[src/rtl/shader_buffer_layout_packer_top_assert.svh]
// ---------------------------------------------------------------------------
// Assertion macros for the buffer layout packer
// Concurrent checks that compile away when NO_ASSERTIONS is set.
// ---------------------------------------------------------------------------
`ifndef SHADER_BUFFER_LAYOUT_PACKER_TOP_ASSERT_SVH
`define SHADER_BUFFER_LAYOUT_PACKER_TOP_ASSERT_SVH

`ifndef NO_ASSERTIONS
// same-cycle implication
`define SBLP_ASSERT_IMP(lbl, clk, rst_n, ante, cons) \
	lbl: assert property (@(posedge clk) disable iff (!rst_n) (ante) |-> (cons)) \
		else $error("assertion failed: lbl");
// next-cycle implication
`define SBLP_ASSERT_NXT(lbl, clk, rst_n, ante, cons) \
	lbl: assert property (@(posedge clk) disable iff (!rst_n) (ante) |=> (cons)) \
		else $error("assertion failed: lbl");
`else
`define SBLP_ASSERT_IMP(lbl, clk, rst_n, ante, cons)
`define SBLP_ASSERT_NXT(lbl, clk, rst_n, ante, cons)
`endif

`endif

[src/rtl/sblp_pkg.sv]
// ---------------------------------------------------------------------------
// Buffer layout packer package
// Shared constants, layout tables, controller state and command types.
// ---------------------------------------------------------------------------
package sblp_pkg;

	// default store depth
	localparam int MAX_MEMBERS_DEF = 32;

	// stream widths
	localparam int S_TDATA_W = 32;
	localparam int M_TDATA_W = 56;

	// forced alignment armed by a struct-array beat in std140 or std430 mode
	localparam logic [8:0] FORCE_ALIGN = 9'd16;

	// layout modes
	localparam logic [1:0] MODE_DEFAULT = 2'd0;
	localparam logic [1:0] MODE_STD140  = 2'd1;
	localparam logic [1:0] MODE_STD430  = 2'd2;

	// element types that are never stored
	localparam logic [3:0] TYPE_NONE    = 4'd0;
	localparam logic [3:0] TYPE_INVALID = 4'd15;

	// per-type size and alignment tables
	localparam logic [6:0] SIZE_DEF [16] = '{
		7'd0, 7'd1, 7'd4, 7'd4, 7'd4, 7'd8, 7'd12, 7'd16,
		7'd8, 7'd12, 7'd16, 7'd36, 7'd64, 7'd4, 7'd4, 7'd0};
	localparam logic [6:0] SIZE_STD [16] = '{
		7'd0, 7'd4, 7'd4, 7'd4, 7'd4, 7'd8, 7'd12, 7'd16,
		7'd8, 7'd12, 7'd16, 7'd48, 7'd64, 7'd4, 7'd4, 7'd0};
	localparam logic [4:0] ALGN_DEF [16] = '{
		5'd0, 5'd1, 5'd4, 5'd4, 5'd4, 5'd4, 5'd4, 5'd4,
		5'd4, 5'd4, 5'd4, 5'd4, 5'd4, 5'd1, 5'd1, 5'd0};
	localparam logic [4:0] ALGN_STD [16] = '{
		5'd0, 5'd4, 5'd4, 5'd4, 5'd4, 5'd8, 5'd16, 5'd16,
		5'd8, 5'd16, 5'd16, 5'd16, 5'd16, 5'd1, 5'd1, 5'd0};

	// controller states
	typedef enum logic [1:0] {
		ST_IDLE,
		ST_SEARCH,
		ST_PLACE,
		ST_FINISH
	} state_t;

	// controller to datapath
	typedef struct packed {
		logic load;    // latch accepted beat
		logic search;  // walk stored ids
		logic place;   // decide and append
		logic emit;    // load output register
	} cmd_t;

	// datapath to controller
	typedef struct packed {
		logic search_done;
		logic out_free;
	} sts_t;

endpackage

[src/rtl/sblp_ctrl.sv]
// ---------------------------------------------------------------------------
// Buffer layout packer controller
// Sequences accept, id search, placement and result hand-off.
// ---------------------------------------------------------------------------
module sblp_ctrl
	import sblp_pkg::*;
(
	input  logic clk,
	input  logic arst_n,
	input  logic s_valid,
	input  logic s_func,
	output logic s_ready,
	input  sts_t sts,
	output cmd_t cmd
);

	state_t state_q;
	state_t state_d;

	// state register
	always_ff @(posedge clk or negedge arst_n) begin
		if (!arst_n) begin
			state_q <= ST_IDLE;
		end else begin
			state_q <= state_d;
		end
	end

	// next state and commands
	always_comb begin
		state_d = state_q;
		cmd     = '0;
		s_ready = 1'b0;
		unique case (state_q)
			ST_IDLE: begin
				s_ready = 1'b1;
				if (s_valid) begin
					cmd.load = 1'b1;
					state_d  = s_func ? ST_FINISH : ST_SEARCH;
				end
			end
			ST_SEARCH: begin
				cmd.search = 1'b1;
				if (sts.search_done) begin
					state_d = ST_PLACE;
				end
			end
			ST_PLACE: begin
				cmd.place = 1'b1;
				state_d   = ST_FINISH;
			end
			ST_FINISH: begin
				if (sts.out_free) begin
					cmd.emit = 1'b1;
					state_d  = ST_IDLE;
				end
			end
			default: begin
				state_d = ST_IDLE;
			end
		endcase
	end

endmodule

[src/rtl/sblp_dp.sv]
// ---------------------------------------------------------------------------
// Buffer layout packer datapath
// Id store, layout state, offset and stride arithmetic, output register.
// ---------------------------------------------------------------------------
`include "shader_buffer_layout_packer_top_assert.svh"

module sblp_dp
	import sblp_pkg::*;
#(
	parameter int MAX_MEMBERS = MAX_MEMBERS_DEF
) (
	input  logic                 clk,
	input  logic                 arst_n,
	input  logic                 cfg_wr_en,
	input  logic [1:0]           cfg_wr_data,
	input  logic                 in_func,
	input  logic [S_TDATA_W-1:0] in_data,
	input  cmd_t                 cmd,
	output sts_t                 sts,
	output logic                 out_valid,
	input  logic                 out_ready,
	output logic [M_TDATA_W-1:0] out_data
);

	localparam int CNT_W = $clog2(MAX_MEMBERS + 1);
	localparam int IDX_W = (MAX_MEMBERS > 1) ? $clog2(MAX_MEMBERS) : 1;

	// configuration and layout state
	logic [1:0]       mode_q;
	logic [CNT_W-1:0] count_q;
	logic [15:0]      end_q;
	logic [4:0]       max_def_q;
	logic [4:0]       max_std_q;
	logic             force_q;

	// latched item
	logic [3:0]  type_q;
	logic [15:0] id_q;
	logic [8:0]  cust_q;

	// search
	logic [15:0]      id_mem [MAX_MEMBERS];
	logic [CNT_W-1:0] idx_q;
	logic             rd_vld_s1;
	logic [15:0]      rd_id_s1;
	logic             dup_q;
	logic             issue;

	// result fields
	logic             acc_q;
	logic [15:0]      off_q;
	logic [6:0]       size_q;
	logic             full_q;

	// output register
	logic                 out_valid_q;
	logic [M_TDATA_W-1:0] out_data_q;

	// placement logic
	logic             is_std;
	logic             bad;
	logic             full;
	logic             ok;
	logic [6:0]       sz;
	logic [4:0]       talign;
	logic [8:0]       a_sel;
	logic [15:0]      a_mask;
	logic [15:0]      off;
	logic [4:0]       balign;
	logic [15:0]      b_mask;
	logic [15:0]      stride;

	assign is_std = (mode_q == MODE_STD140) || (mode_q == MODE_STD430);
	assign issue  = cmd.search && (idx_q < count_q);

	// decide acceptance and offset of the latched push
	always_comb begin
		bad    = (type_q == TYPE_NONE) || (type_q == TYPE_INVALID) || dup_q;
		full   = !bad && (count_q == CNT_W'(MAX_MEMBERS));
		ok     = !bad && !full;
		sz     = is_std ? SIZE_STD[type_q] : SIZE_DEF[type_q];
		talign = is_std ? ALGN_STD[type_q] : ALGN_DEF[type_q];
		a_sel  = cust_q;
		if (force_q && (cust_q < FORCE_ALIGN)) begin
			a_sel = FORCE_ALIGN;
		end
		if (a_sel == 9'd0) begin
			a_sel = {4'd0, talign};
		end
		a_mask = {7'd0, a_sel} - 16'd1;
		if (count_q == '0) begin
			off = 16'd0;
		end else begin
			off = (end_q + a_mask) & ~a_mask;
		end
	end

	// buffer alignment and stride from current state
	always_comb begin
		balign = (count_q == '0) ? 5'd0 : (is_std ? max_std_q : max_def_q);
		b_mask = {11'd0, balign} - 16'd1;
		stride = (balign == 5'd0) ? 16'd0 : ((end_q + b_mask) & ~b_mask);
	end

	// id store: one write and one registered read per cycle
	always_ff @(posedge clk) begin
		if (cmd.place && ok) begin
			id_mem[count_q[IDX_W-1:0]] <= id_q;
		end
		rd_id_s1 <= id_mem[idx_q[IDX_W-1:0]];
	end

	// item latch, no reset needed
	always_ff @(posedge clk) begin
		if (cmd.load) begin
			type_q <= in_data[3:0];
			id_q   <= in_data[19:4];
			cust_q <= in_data[28:20];
		end
	end

	// search walk and duplicate flag
	always_ff @(posedge clk or negedge arst_n) begin
		if (!arst_n) begin
			idx_q     <= '0;
			rd_vld_s1 <= 1'b0;
			dup_q     <= 1'b0;
		end else begin
			rd_vld_s1 <= issue;
			if (cmd.load) begin
				idx_q <= '0;
				dup_q <= 1'b0;
			end else begin
				if (issue) begin
					idx_q <= idx_q + CNT_W'(1);
				end
				if (rd_vld_s1 && (rd_id_s1 == id_q)) begin
					dup_q <= 1'b1;
				end
			end
		end
	end

	// layout state and per-beat result fields
	always_ff @(posedge clk or negedge arst_n) begin
		if (!arst_n) begin
			mode_q    <= MODE_DEFAULT;
			count_q   <= '0;
			end_q     <= '0;
			max_def_q <= '0;
			max_std_q <= '0;
			force_q   <= 1'b0;
			acc_q     <= 1'b0;
			off_q     <= '0;
			size_q    <= '0;
			full_q    <= 1'b0;
		end else begin
			if (cfg_wr_en) begin
				mode_q <= cfg_wr_data;
			end
			if (cmd.load) begin
				acc_q  <= 1'b0;
				off_q  <= '0;
				size_q <= '0;
				full_q <= 1'b0;
				if (in_func && is_std) begin
					force_q <= 1'b1;
				end
			end
			if (cmd.place) begin
				full_q <= full;
				if (ok) begin
					acc_q   <= 1'b1;
					off_q   <= off;
					size_q  <= sz;
					count_q <= count_q + CNT_W'(1);
					end_q   <= off + {9'd0, sz};
					if (ALGN_DEF[type_q] > max_def_q) begin
						max_def_q <= ALGN_DEF[type_q];
					end
					if (ALGN_STD[type_q] > max_std_q) begin
						max_std_q <= ALGN_STD[type_q];
					end
					if (count_q != '0) begin
						force_q <= 1'b0;
					end
				end
			end
		end
	end

	// output register
	always_ff @(posedge clk or negedge arst_n) begin
		if (!arst_n) begin
			out_valid_q <= 1'b0;
		end else if (cmd.emit) begin
			out_valid_q <= 1'b1;
		end else if (out_ready) begin
			out_valid_q <= 1'b0;
		end
	end

	always_ff @(posedge clk) begin
		if (cmd.emit) begin
			out_data_q <= {4'd0, full_q, 6'(count_q), stride, balign,
				size_q, off_q, acc_q};
		end
	end

	assign out_valid       = out_valid_q;
	assign out_data        = out_data_q;
	assign sts.search_done = (idx_q == count_q) && !rd_vld_s1;
	assign sts.out_free    = !out_valid_q || out_ready;

	// checks
	`SBLP_ASSERT_IMP(a_count_bound, clk, arst_n, 1'b1, count_q <= CNT_W'(MAX_MEMBERS))
	`SBLP_ASSERT_NXT(a_count_step, clk, arst_n, cmd.place && ok, count_q == $past(count_q) + CNT_W'(1))
	`SBLP_ASSERT_IMP(a_emit_free, clk, arst_n, cmd.emit, !out_valid_q || out_ready)
	`SBLP_ASSERT_IMP(a_acc_not_full, clk, arst_n, cmd.emit, !(acc_q && full_q))

endmodule

[src/rtl/shader_buffer_layout_packer_top.sv]
// ---------------------------------------------------------------------------
// Shader buffer layout packer
// Appends buffer members and reports their offsets under default, std140
// or std430 layout rules.
// ---------------------------------------------------------------------------
// One input beat gives one output beat. A struct-array beat (tuser high)
// skips the search and placement. A push walks the stored name ids through
// the id memory, one per cycle, to find duplicates; the walk covers every
// member already stored (up to MAX_MEMBERS, 32 at the default depth). Input
// is taken only between beats, but a finished result may wait in the output
// register while the next beat is accepted. A layout_mode write takes effect
// at once, with no recompute pass.
module shader_buffer_layout_packer_top
	import sblp_pkg::*;
#(
	parameter int MAX_MEMBERS = MAX_MEMBERS_DEF
) (
	input  logic                 clk,
	input  logic                 arst_n,
	// layout_mode register
	input  logic                 cfg_wr_en,
	input  logic [1:0]           cfg_wr_data,
	// input beat
	input  logic                 s_tvalid,
	output logic                 s_tready,
	input  logic [S_TDATA_W-1:0] s_tdata,   // elem_type[3:0], name_id[19:4], custom_align[28:20]
	input  logic                 s_tuser,   // func
	// result beat
	output logic                 m_tvalid,
	input  logic                 m_tready,
	output logic [M_TDATA_W-1:0] m_tdata    // accepted[0], member_offset[16:1],
	                                        // member_size[23:17], buffer_alignment[28:24],
	                                        // stride_bytes[44:29], member_count[50:45],
	                                        // store_full[51]
);

	cmd_t cmd;
	sts_t sts;

	sblp_ctrl u_ctrl (
		.clk     (clk),
		.arst_n  (arst_n),
		.s_valid (s_tvalid),
		.s_func  (s_tuser),
		.s_ready (s_tready),
		.sts     (sts),
		.cmd     (cmd)
	);

	sblp_dp #(
		.MAX_MEMBERS (MAX_MEMBERS)
	) u_dp (
		.clk         (clk),
		.arst_n      (arst_n),
		.cfg_wr_en   (cfg_wr_en),
		.cfg_wr_data (cfg_wr_data),
		.in_func     (s_tuser),
		.in_data     (s_tdata),
		.cmd         (cmd),
		.sts         (sts),
		.out_valid   (m_tvalid),
		.out_ready   (m_tready),
		.out_data    (m_tdata)
	);

endmodule
[config.mk]
export PLATFORM = sky130hd
export DESIGN_NAME = shader_buffer_layout_packer_top
export DESIGN_NICKNAME = d
export VERILOG_FILES = /design/src/rtl/sblp_pkg.sv /design/src/rtl/sblp_ctrl.sv /design/src/rtl/sblp_dp.sv /design/src/rtl/shader_buffer_layout_packer_top.sv
export VERILOG_INCLUDE_DIRS = /design/src /design/src/rtl
export SDC_FILE = /design/constraint.sdc
export NUM_CORES = 1
export LEC_CHECK = 0
export BUFFER_PORTS_ARGS = -buffer_cell sky130_fd_sc_hd__buf_2
export CAP_MARGIN = 25
export CORE_ASPECT_RATIO = 0.6
export CORE_MARGIN = 3
export CORE_UTILIZATION = 45
export CTS_CLUSTER_SIZE = 10
export DETAILED_ROUTE_END_ITERATION = 8
export GPL_TIMING_DRIVEN = 0
export PLACE_DENSITY = 0.69
export SYNTH_ARGS = -nofsm -noshare
export SYNTH_HDL_FRONTEND = slang
export SYNTH_HIERARCHICAL = 1
export SYNTH_SLANG_ARGS = --single-unit
[constraint.sdc]
create_clock -name clk -period 6.4 [get_ports clk]
set_input_delay 0.32 -clock clk [delete_from_list [all_inputs] [get_ports clk]]
set_output_delay 0.32 -clock clk [all_outputs]
set_load 0.05 [all_outputs]
# Word level (Yosys, flattened, before mapping)
# Memory sizes are Yosys's and may differ from the RTL's. A register that Yosys moved wholly into a read port is not among the register bits.
# Index checks and enable logic that the tools add are counted.
# word_totals
ff_bits,152
ramBits,512
rom_bits,384
in_bits,40
elab_cells,135
n_memories,5
# classes
addsub,7
order_cmp,5
n_eq_ne,12
n_mux,51
n_bitwise,5
reduce_logical,30
# memory_table
name,words,word_bits,read_ports,rd_ports_with_merged_regs,wr,line_no,text
u_dp.id_mem,32,16,1,1,1,sblp_dp.sv:42,logic [15:0] id_mem [MAX_MEMBERS];
(name not given),16,7,1,0,0,sblp_dp.sv:81,sz = is_std ? SIZE_STD[type_q] : SIZE_DEF[type_q];
(name not given),16,7,1,0,0,sblp_dp.sv:81,
(name not given),16,5,1,0,0,sblp_dp.sv:82,talign = is_std ? ALGN_STD[type_q] : ALGN_DEF[type_q];
(name not given),16,5,1,0,0,sblp_dp.sv:82,
# op_table
cell,count
16-bit two-way mux,4
7-bit two-way mux,8
5-bit two-way mux,7
16-bit adder,2
16-bit bitwise AND,2
16-bit NOT,2
1-bit two-way mux,23
9-bit two-way mux,2
16-bit by 7-bit adder with 16-bit output,1
16-bit == test,1
6-bit by 1-bit adder with 6-bit output (second input constant),2
6-bit two-way mux,2
5-bit greater-than comparator,2
9-bit by 1-bit subtractor with 10-bit output (second input constant),1
9-bit zero test,1
9-bit by 5-bit < comparator with 1-bit output (second input constant),1
3-bit AND reduction,3
1-bit logical AND,8
2-bit two-way mux,4
2-bit case mux with 4 select lines,1
2-bit nonzero test,4
2-bit == test (second input constant),3
6-bit == test,1
6-bit == test (second input constant),1
other kinds (15),24

# Logic depth before layout (Yosys ltp)
# Gate-level depths: netlist of the first run.
# depth
ltp_word,12
mapped_depth,29
depth_no_buf,28

# Modules after synthesis
# Netlist of the first run, hierarchy kept.
# by_module_without_submodules
mod,n_inst,cells_each,area_each_um2,seq_area_each_um2
sblp_dp,1,1585,28039.4,19723.9
sblp_ctrl,1,19,188.9,50.0

# Worst setup path after synthesis of the first run
# No wires, ideal clock.
# synth_timing
path_type,flip-flop to flip-flop
from,register u_dp.type_q[1]
to,register u_dp.end_q[15]
setup_time_ps,95
t_arrival_ps,5286
t_required_ps,6305
slack_ps,1019
path_stages_with_launch,26
path_buffers,1
period_less_slack_ps,5381
cell_sequence,edfxtp_1 > inv_1 > ha_1 > and3_1 > clkbuf_1 > a31oi_1 > nor2_1 > o21ai_0 > ha_1 > inv_1 > a311oi_1 > o21ai_0 > or4_1 > xor2_1 > inv_1 > ha_1 > a21oi_1 > o21ai_0 > o211a_1 > a211oi_1 > xnor2_1 > nand3_2 > or4_4 > nor4_2 > nor3b_1 > o31ai_1
# synth_between
elab_chain_cells,11
word_cells_on_any_way,31
# synth_lines
element,line_no,text
"start, declared",sblp_dp.sv:37,logic [3:0] type_q;
"start signal, assigned",sblp_dp.sv:116,type_q <= in_data[3:0];
4-bit NOT with 5-bit output (implied by the code),"sblp_dp.sv:81, sblp_dp.sv:82",
memory read 16 x 5 bit,--,
5-bit two-way mux (on tied branches) (2 in a row),--,
5-bit two-way mux,sblp_dp.sv:82,
9-bit two-way mux,sblp_dp.sv:87,if (a_sel == 9'd0) begin
9-bit by 1-bit subtractor with 10-bit output,sblp_dp.sv:90,"a_mask = {7'd0, a_sel} - 16'd1;"
16-bit adder / 16-bit NOT (equally long branches),sblp_dp.sv:94,off = (end_q + a_mask) & ~a_mask;
16-bit bitwise AND,sblp_dp.sv:94,
16-bit two-way mux,sblp_dp.sv:91,if (count_q == '0) begin
16-bit by 7-bit adder with 16-bit output,sblp_dp.sv:177,"end_q <= off + {9'd0, sz};"
"end signal, assigned",sblp_dp.sv:177,
"end, declared",sblp_dp.sv:31,logic [15:0] end_q;
# Several ways; a longest one is shown, not always the timed one. The select of a mux whose other input is x is not followed.
# A chain may end at the register's enable or synchronous reset.

# Final worst setup path of the first run
# Ends and elaborated chain as after synthesis.

==> metrics.cfg, run 1 <==
[finish]
area_delta_synth_final_pct=18.2
layout-drive-gt1-share_pct=25.4
fill_cells=4815
final_nets=1971

[outcome]
status=finished clean

[job]
max-cap-violations=0

[sta]
period_share_pct=97.9
setup_tns_ps=0
hold_ws_ps=44.7
fin_crit_ps=6270
setup_violations=0
worstMarginPinSlew_ps=1110
hold_violations=0
skew_ps=33.8
max_freq_mhz=160
slew_headroom_pct=25.5
drv_slew=0

[route]
wl_um=76600
drc=0
vias_per_cell=5.97
post_drt_wl_per_cell_um=27.9
via_count=16400
first_pass_iters=5
drtIter0Drc=2141
antenna_left=0

[synthesis]
async_flop_share_pct=9.93
synth_cell_types=71
syn_area_per_cell_um2=17.6
synthFlopType=edfxtp_1
synth_top_area_cell=edfxtp_1
netlist_instances=1604
synthTopCellsByArea=edfxtp_1 63%, mux4_2 13%, dfrtp_1 5.9%
yosys_warnings=6
synth_edf_count=592
netlist_top_cells_count=592 x edfxtp_1, 160 x mux4_2, 96 x nor2_1
ys_seq_area_share_pct=70.1
netlist.area_leader.share_pct=63.0
ys_ff_latch=675
syn-cell-area_um2=28200
synth.most_common_cell=edfxtp_1

[floorplanning]
rows=70
core-area_um2=61500
die-area_um2=65900
die_h_um=200
pin_count=98
die_x_um=329
initial_core_util_pct=45.9

[cts]
cts.htree.levels=3
path_clk_slew_ps=60
cts_buffer_depth=3
cts_buffers=77
cts_tree=built
cts.sinks=675
root_buffer=clkbuf_16
insertion_delay_ps=610

[pwr]
leakagePower_nw=11.7
cellPowerDensity_nw_per_um2=261
finalPower_mw=8.72
peakVddDrop_mv=0.329

[worst_setup_path]
end_kind=flip-flop
required_ps=6900
critPathTopFamily=simple AND/OR/NAND/NOR gates
crit_chain=inv_1, ha_1, and3_1, a31oi_4, nor2_1, o21ai_2, ha_1, inv_1, ha_1, nand3b_1, a31oi_1, or3_1, a21oi_1, xor2_1, nor3_2, ha_1, nand2_1, o21ai_0, a31o_2, nand4_2, or4_4, nor4_2, nor3b_1, o31ai_1
critical_path_class=flip-flop to flip-flop
slowest_delay_ps=570
crit_top_cell=ha_1
cp.arrival_ps=6770
critPathBufInv=2
start_kind=flip-flop
critical_path.slowest_cell=or3_1
crit_fanout=6
ff2ff_path_depth=24
worstSetupPathDepth=24

[global_route]
grt_pass1_wl_um=111000
grt_max_degree=43
grtUsageTotal_pct=23.6
grt_pass1_vias=16000
overflow=0
antenna_found_initial=6

[placement]
place_congestion=0.942
port_buffers=89
place_hpwl_um=54200

[min_path]
hold-path-cell-count=3
min_path_type=input port to flip-flop

[worst min-delay path, cell delays in order]
cell	delay, ps
buf_2	110
a31oi_1	90
nor2_1	90
[area by class of cell]
class	instances	area, µm²	share of cell area (%)
Tap cell	828	1040	3.10
Multi-Input combinational cell	818	8210	24.6
Buffer	68	277	0.829
Clock buffer	120	2110	6.32
Antenna cell	1	2.50	0.00750
Inverter	46	173	0.517
Timing Repair Buffer	180	1720	5.15
Sequential cell	675	19800	59.3
Clock inverter	5	65.1	0.195
[worst paths after layout]
path | from | end | slack (ps)
max | u_dp/type_q[1] | u_dp/end_q[15] | 130
min reg2reg | u_dp/off_q[5] | u_dp/out_data[6] | 420
max reg2reg | u_dp/type_q[1] | u_dp/end_q[15] | 130
min in group asynchronous | arst_n | u_dp/off_q[6] | 200
min | s_tuser | u_dp/force_q | 40
max in group asynchronous | arst_n | u_dp/max_def_q[2] | 5590
[sequential cells by signal, indices dropped and copies added (netlist names)]
signal          flops
u_dp/type_q         4
u_dp/end_q         16
u_dp/mode_q         2
u_dp/dup_q          1
u_dp/cust_q         9
u_dp/off_q         16
u_dp/rd_vld_s1      1
u_dp/max_def_q      2
u_dp/acc_q          1
u_ctrl/state_q      2
u_dp/id_q          16
u_dp/out_data      51
u_dp/size_q         7
u_dp/force_q        1
u_dp/idx_q          6
u_dp/id_mem       512
u_dp/count_q        6
u_dp/max_std_q      4
u_dp/out_valid      1
u_dp/rd_id_s1      16
u_dp/full_q         1
[metrics by stage]
stage	instances	worst slack (ps)	utilization [%]	instance area (µm²)
final	2741	132	54.3	33400
after global routing	2740	-30.1	54.3	33400
after CTS	2728	76.9	53.9	33200
after detailed placement	2565	-727	49.7	30600
after global placement	2525	-575	48.3	29700
after floorplan	1608	1020	-	28200
[placed cells by master, fill, tap and decap left out, types with 17 or more instances in the layout]
cell type,count
a21oi_1,35
buf_2,89
buf_4,21
buf_8,19
clkbuf_1,88
clkbuf_16,78
dfrtp_1,67
dlygate4sd3_1,35
edfxtp_1,592
ha_1,63
inv_1,46
mux2_2,22
mux4_2,160
nand2_1,84
nand2b_1,19
nand3_1,25
nand3b_1,17
nor2_1,65
nor2_2,31
nor3_1,22
o21ai_0,42
xnor2_1,43
xor2_1,17
[timing repair]
action | in CTS | in global routing
buffers inserted | 3 | 8
resized for setup | 12 | 14
pin swaps | 1 | 4
hold endpoints to repair | 60 | 0
hold buffers | 35 | 0
setup endpoints to repair | 9 | 6
[layer usage]
| layer | global-route usage [%] | share of wire (%) | routed length, µm |
|---|---|---|---|
| met3 | 12.0 | 17 | 12700 |
| met4 | 4.95 | 1.3 | 1030 |
| met2 | 28.9 | 38 | 29000 |
| met1 | 37.0 | 44 | 33800 |
| met5 | 0 | 0.013 | 10 |
[power by group]
part / switching, mW / leakage, nW / internal [mW] / total [mW]
logic: 0.0393 / 4.37 / 0.0326 / 0.0719
clock network: 1.66 / 1.04 / 2.25 / 3.91
registers: 0.00137 / 6.26 / 4.73 / 4.73
[logic make-up after synthesis]
| group | after synthesis | share of synthesized area (%) |
|---|---|---|
| DFF | 675 | 70.1 |
| and+or+nand+nor | 339 | 6.04 |
| muxes | 188 | 13.9 |
| AOI/OAI and AO/OA | 160 | 3.62 |
| buffers and inverters | 115 | 1.60 |
| adders and majority gates | 65 | 2.93 |
| xor gates and xnor gates | 61 | 1.89 |
| other | 1 | 0.0133 |
Power figures use the tool's default switching activity.
==> inputs of run 2 (changes only) <==
ABC_AREA = 1   (was unset)
==> run 2 against run 1 <==
  * Register-to-register slack better by 730 ps
  * Critical path depth rose by 7
  * Global-route usage increased by 4.4 points
  * Sequential power rose by 23%
  * Fmax rose by 13%
  * Worst setup slack improved by 730 ps
  * Die area increased by 1.9%
==> metrics.cfg, run 2 <==
[sta]
slew_headroom_pct=29.1  ; +3.6 points
fin_crit_ps=5530  ; -734 ps
period_share_pct=86.5  ; -11 points
skew_ps=17.0  ; -16.8 ps
max_freq_mhz=181  ; +13%
drv_slew=0  ; unchanged
layout_setup_ws_ps=866  ; +734 ps
hold_violations=0  ; unchanged
setup_tns_ps=0  ; unchanged
setup_violations=0  ; unchanged
rsz0062_at_grt=false
worstMarginPinSlew_ps=1060  ; -51.3 ps

[placement]
dpl_cell_area_um2=31300  ; +2.4%
place_congestion=0.967  ; +2.6%
place_ws_ps=1080  ; +1800 ps
place_hpwl_um=69100  ; +28%
port_buffers=89  ; unchanged

[cts]
cts_buffers=77  ; unchanged
cts.sinks=675  ; unchanged
cts_resized=0  ; -12
cts_buffer_depth=3  ; unchanged
cts.htree.levels=3  ; unchanged
insertion_delay_ps=630  ; +20 ps
cts_tree=built
root_buffer=clkbuf_16
path_clk_slew_ps=60  ; about the same

[floorplanning]
initial_core_util_pct=45.7  ; -0.24 points
die_h_um=202  ; +0.92%
die-area_um2=67100  ; +1.9%
rows=71  ; +1.4%
die_x_um=332  ; +0.93%
core-area_um2=63000  ; +2.4%
pin_count=98  ; unchanged

[finish]
final_nets=2789  ; +42%
final_common_cell=edfxtp_1
largest_reg_flops=512  ; unchanged
layout-drive-gt1-share_pct=11.6  ; -14 points
final_area_um2=33800  ; +1.3%
final_cell_mix=592 x edfxtp_1, 334 x o21ai_0, 307 x nor2_1, 281 x nand2_1, 142 x clkbuf_1
area_delta_synth_final_pct=17.5

[synthesis]
muxShareOfSynthArea_pct=0  ; -14 points
synth_edf_count=592  ; unchanged
netlist_top_cells_count=592 x edfxtp_1, 337 x nor2_1, 334 x o21ai_0
synthFlopType=edfxtp_1
netlist_instances=2429  ; +51%
synth_cell_types=55  ; -23%
ys_seq_area_share_pct=68.7  ; -1.3 points
async_flop_share_pct=9.93  ; unchanged
yosys.area_share.simple_pct=12.1  ; +6.1 points
yosys_warnings=6  ; unchanged
synth_top_area_cell=edfxtp_1
synth_compound_area_share_pct=11.5  ; +7.9 points
synth.most_common_cell=edfxtp_1
synth_fa_ha_area_share_pct=2.88  ; -0.055 points
synthTopCellsByArea=edfxtp_1 62%, dfrtp_1 5.8%, o21ai_0 5.8%
syn-cell-area_um2=28800  ; +1.9%
synth_top_family_by_area=simple AND/OR/NAND/NOR gates
syn_area_per_cell_um2=11.8  ; -33%
ys_ff_latch=675  ; unchanged
synth_xor_xnor_area_share_pct=1.22  ; -0.67 points
netlist.area_leader.share_pct=61.8  ; -1.2 points

[min_path]
hold_end=u_dp/force_q
min_path_type=input port to flip-flop
hold-path-cell-count=3  ; unchanged
min_from=s_tuser

[job]
max-cap-violations=0  ; unchanged

[route]
drc=0  ; unchanged
wl_um=95400  ; +25%
post_drt_wl_per_cell_um=26.8  ; -4.2%
antenna_left=0  ; unchanged
first_pass_iters=6  ; +1
drtIter0Drc=3235  ; +51%
via_count=21400  ; +31%
vias_per_cell=6.01  ; +0.73%

[worst_setup_path]
critical_path_class=flip-flop to flip-flop
crit_fanout=6  ; unchanged
critical_path.slowest_cell=edfxtp_1
start_kind=flip-flop
cp.arrival_ps=6050  ; -720 ps
regToRegEndpoint=u_dp/end_q[14]
required_ps=6920  ; +20 ps
crit_top_cell=nand2_1
r2r_start=u_dp/type_q[1]
rrSetupSlack_ps=870  ; +730 ps
ff2ff_path_depth=31  ; +29%
slowest_delay_ps=500  ; -70 ps
end_kind=flip-flop

[global_route]
grt_max_degree=57  ; +33%
antenna_found_initial=2  ; -4
grt_pass1_vias=20000  ; +25%
overflow=0  ; unchanged
grtUsageTotal_pct=28.0  ; +4.4 points
grt_pass1_wl_um=136000  ; +23%

[outcome]
status=finished clean

[pwr]
peakVddDrop_mv=0.228  ; -31%
leakagePower_nw=12.3  ; +5.0%
cellPowerDensity_nw_per_um2=442  ; +69%

==> run 2: metal layers <==
metal	routed length, µm	share of wire, %	vias to the layer above	global-route usage (%)
met1	40600	43	10400	42.7
li1	-	-	9286	-
met4	1840	1.9	2	6.52
met3	17100	18	137	13.8
met5	14	0.015	-	0
met2	35800	38	1566	35.1
==> run 2: cell type report <==
class,count,area [µm²]
Tap cell,839,1050
Fill cell,5124,29200
Buffer,122,482
Timing Repair Buffer,172,1730
Antenna cell,1,2.50
Inverter,141,529
Clock buffer,114,2110
Sequential cell,675,19800
Multi-Input combinational cell,1495,8080
Clock inverter,5,53.8
==> run 2: kinds of logic (layout without fill, tap and decap cells) <==
kind of cell / after synthesis / in the layout
compound gates: 578 / 578
xor+xnor: 40 / 40
fa+ha+maj: 65 / 65
buf+inv: 263 / 554
flops: 675 / 675
other cells: 1 / 6
simple gates: 807 / 807
==> run 2: worst max-delay path: cells and delay by family, from the launching register on <==
family	cells	cell delay (ps)
AO/OA/AOI/OAI	3	790
adder cells (fa/ha/maj)	4	1130
XOR/XNOR	2	450
buffers and inverters	4	370
AND/OR/NAND/NOR	18	2190
flip-flops	1	500
==> run 2: how the worst max path moves through the flow <==
stage               cells after the start           start  slack [ps]                 end
finish                                 31  u_dp/type_q[1]         870      u_dp/end_q[14]
global route                           33  u_dp/type_q[1]         430      u_dp/end_q[14]
CTS                                    31  u_dp/type_q[1]        1030      u_dp/end_q[14]
detailed placement                     31  u_dp/type_q[1]        1080      u_dp/end_q[14]
global placement                       11  u_dp/type_q[1]         770  u_dp/id_mem[31][4]
floorplan                              33  u_dp/type_q[1]        2270      u_dp/end_q[14]
==> run 2: metrics by stage <==
step / cells / power, mW / utilization [%] / hold slack (ps)
2_1_floorplan: 2433 / 8.86 / - / 24.4
3_3_place_gp: 3361 / 10.6 / 48.1 / 435
3_5_place_dp: 3407 / 10.9 / 49.7 / 185
4_1_cts: 3563 / 14.8 / 53.7 / 22.9
5_1_grt: 3563 / 15.6 / 53.7 / 41.2
6_report: 3564 / 14.9 / 53.7 / 55.4
==> run 2: timing repair <==
action                     4_1_cts  5_1_grt
hold buffers                    37        0
hold endpoints to repair        99        0
buffers inserted                 0        0
setup endpoints to repair        0        0
==> run 2: where the power goes <==
part | switching (mW) | internal (mW) | total, mW
Combinational | 3.80 | 1.40 | 5.20
Sequential | 0.376 | 5.42 | 5.80
Clock | 1.69 | 2.26 | 3.94
Total | 5.86 | 9.08 | 14.9
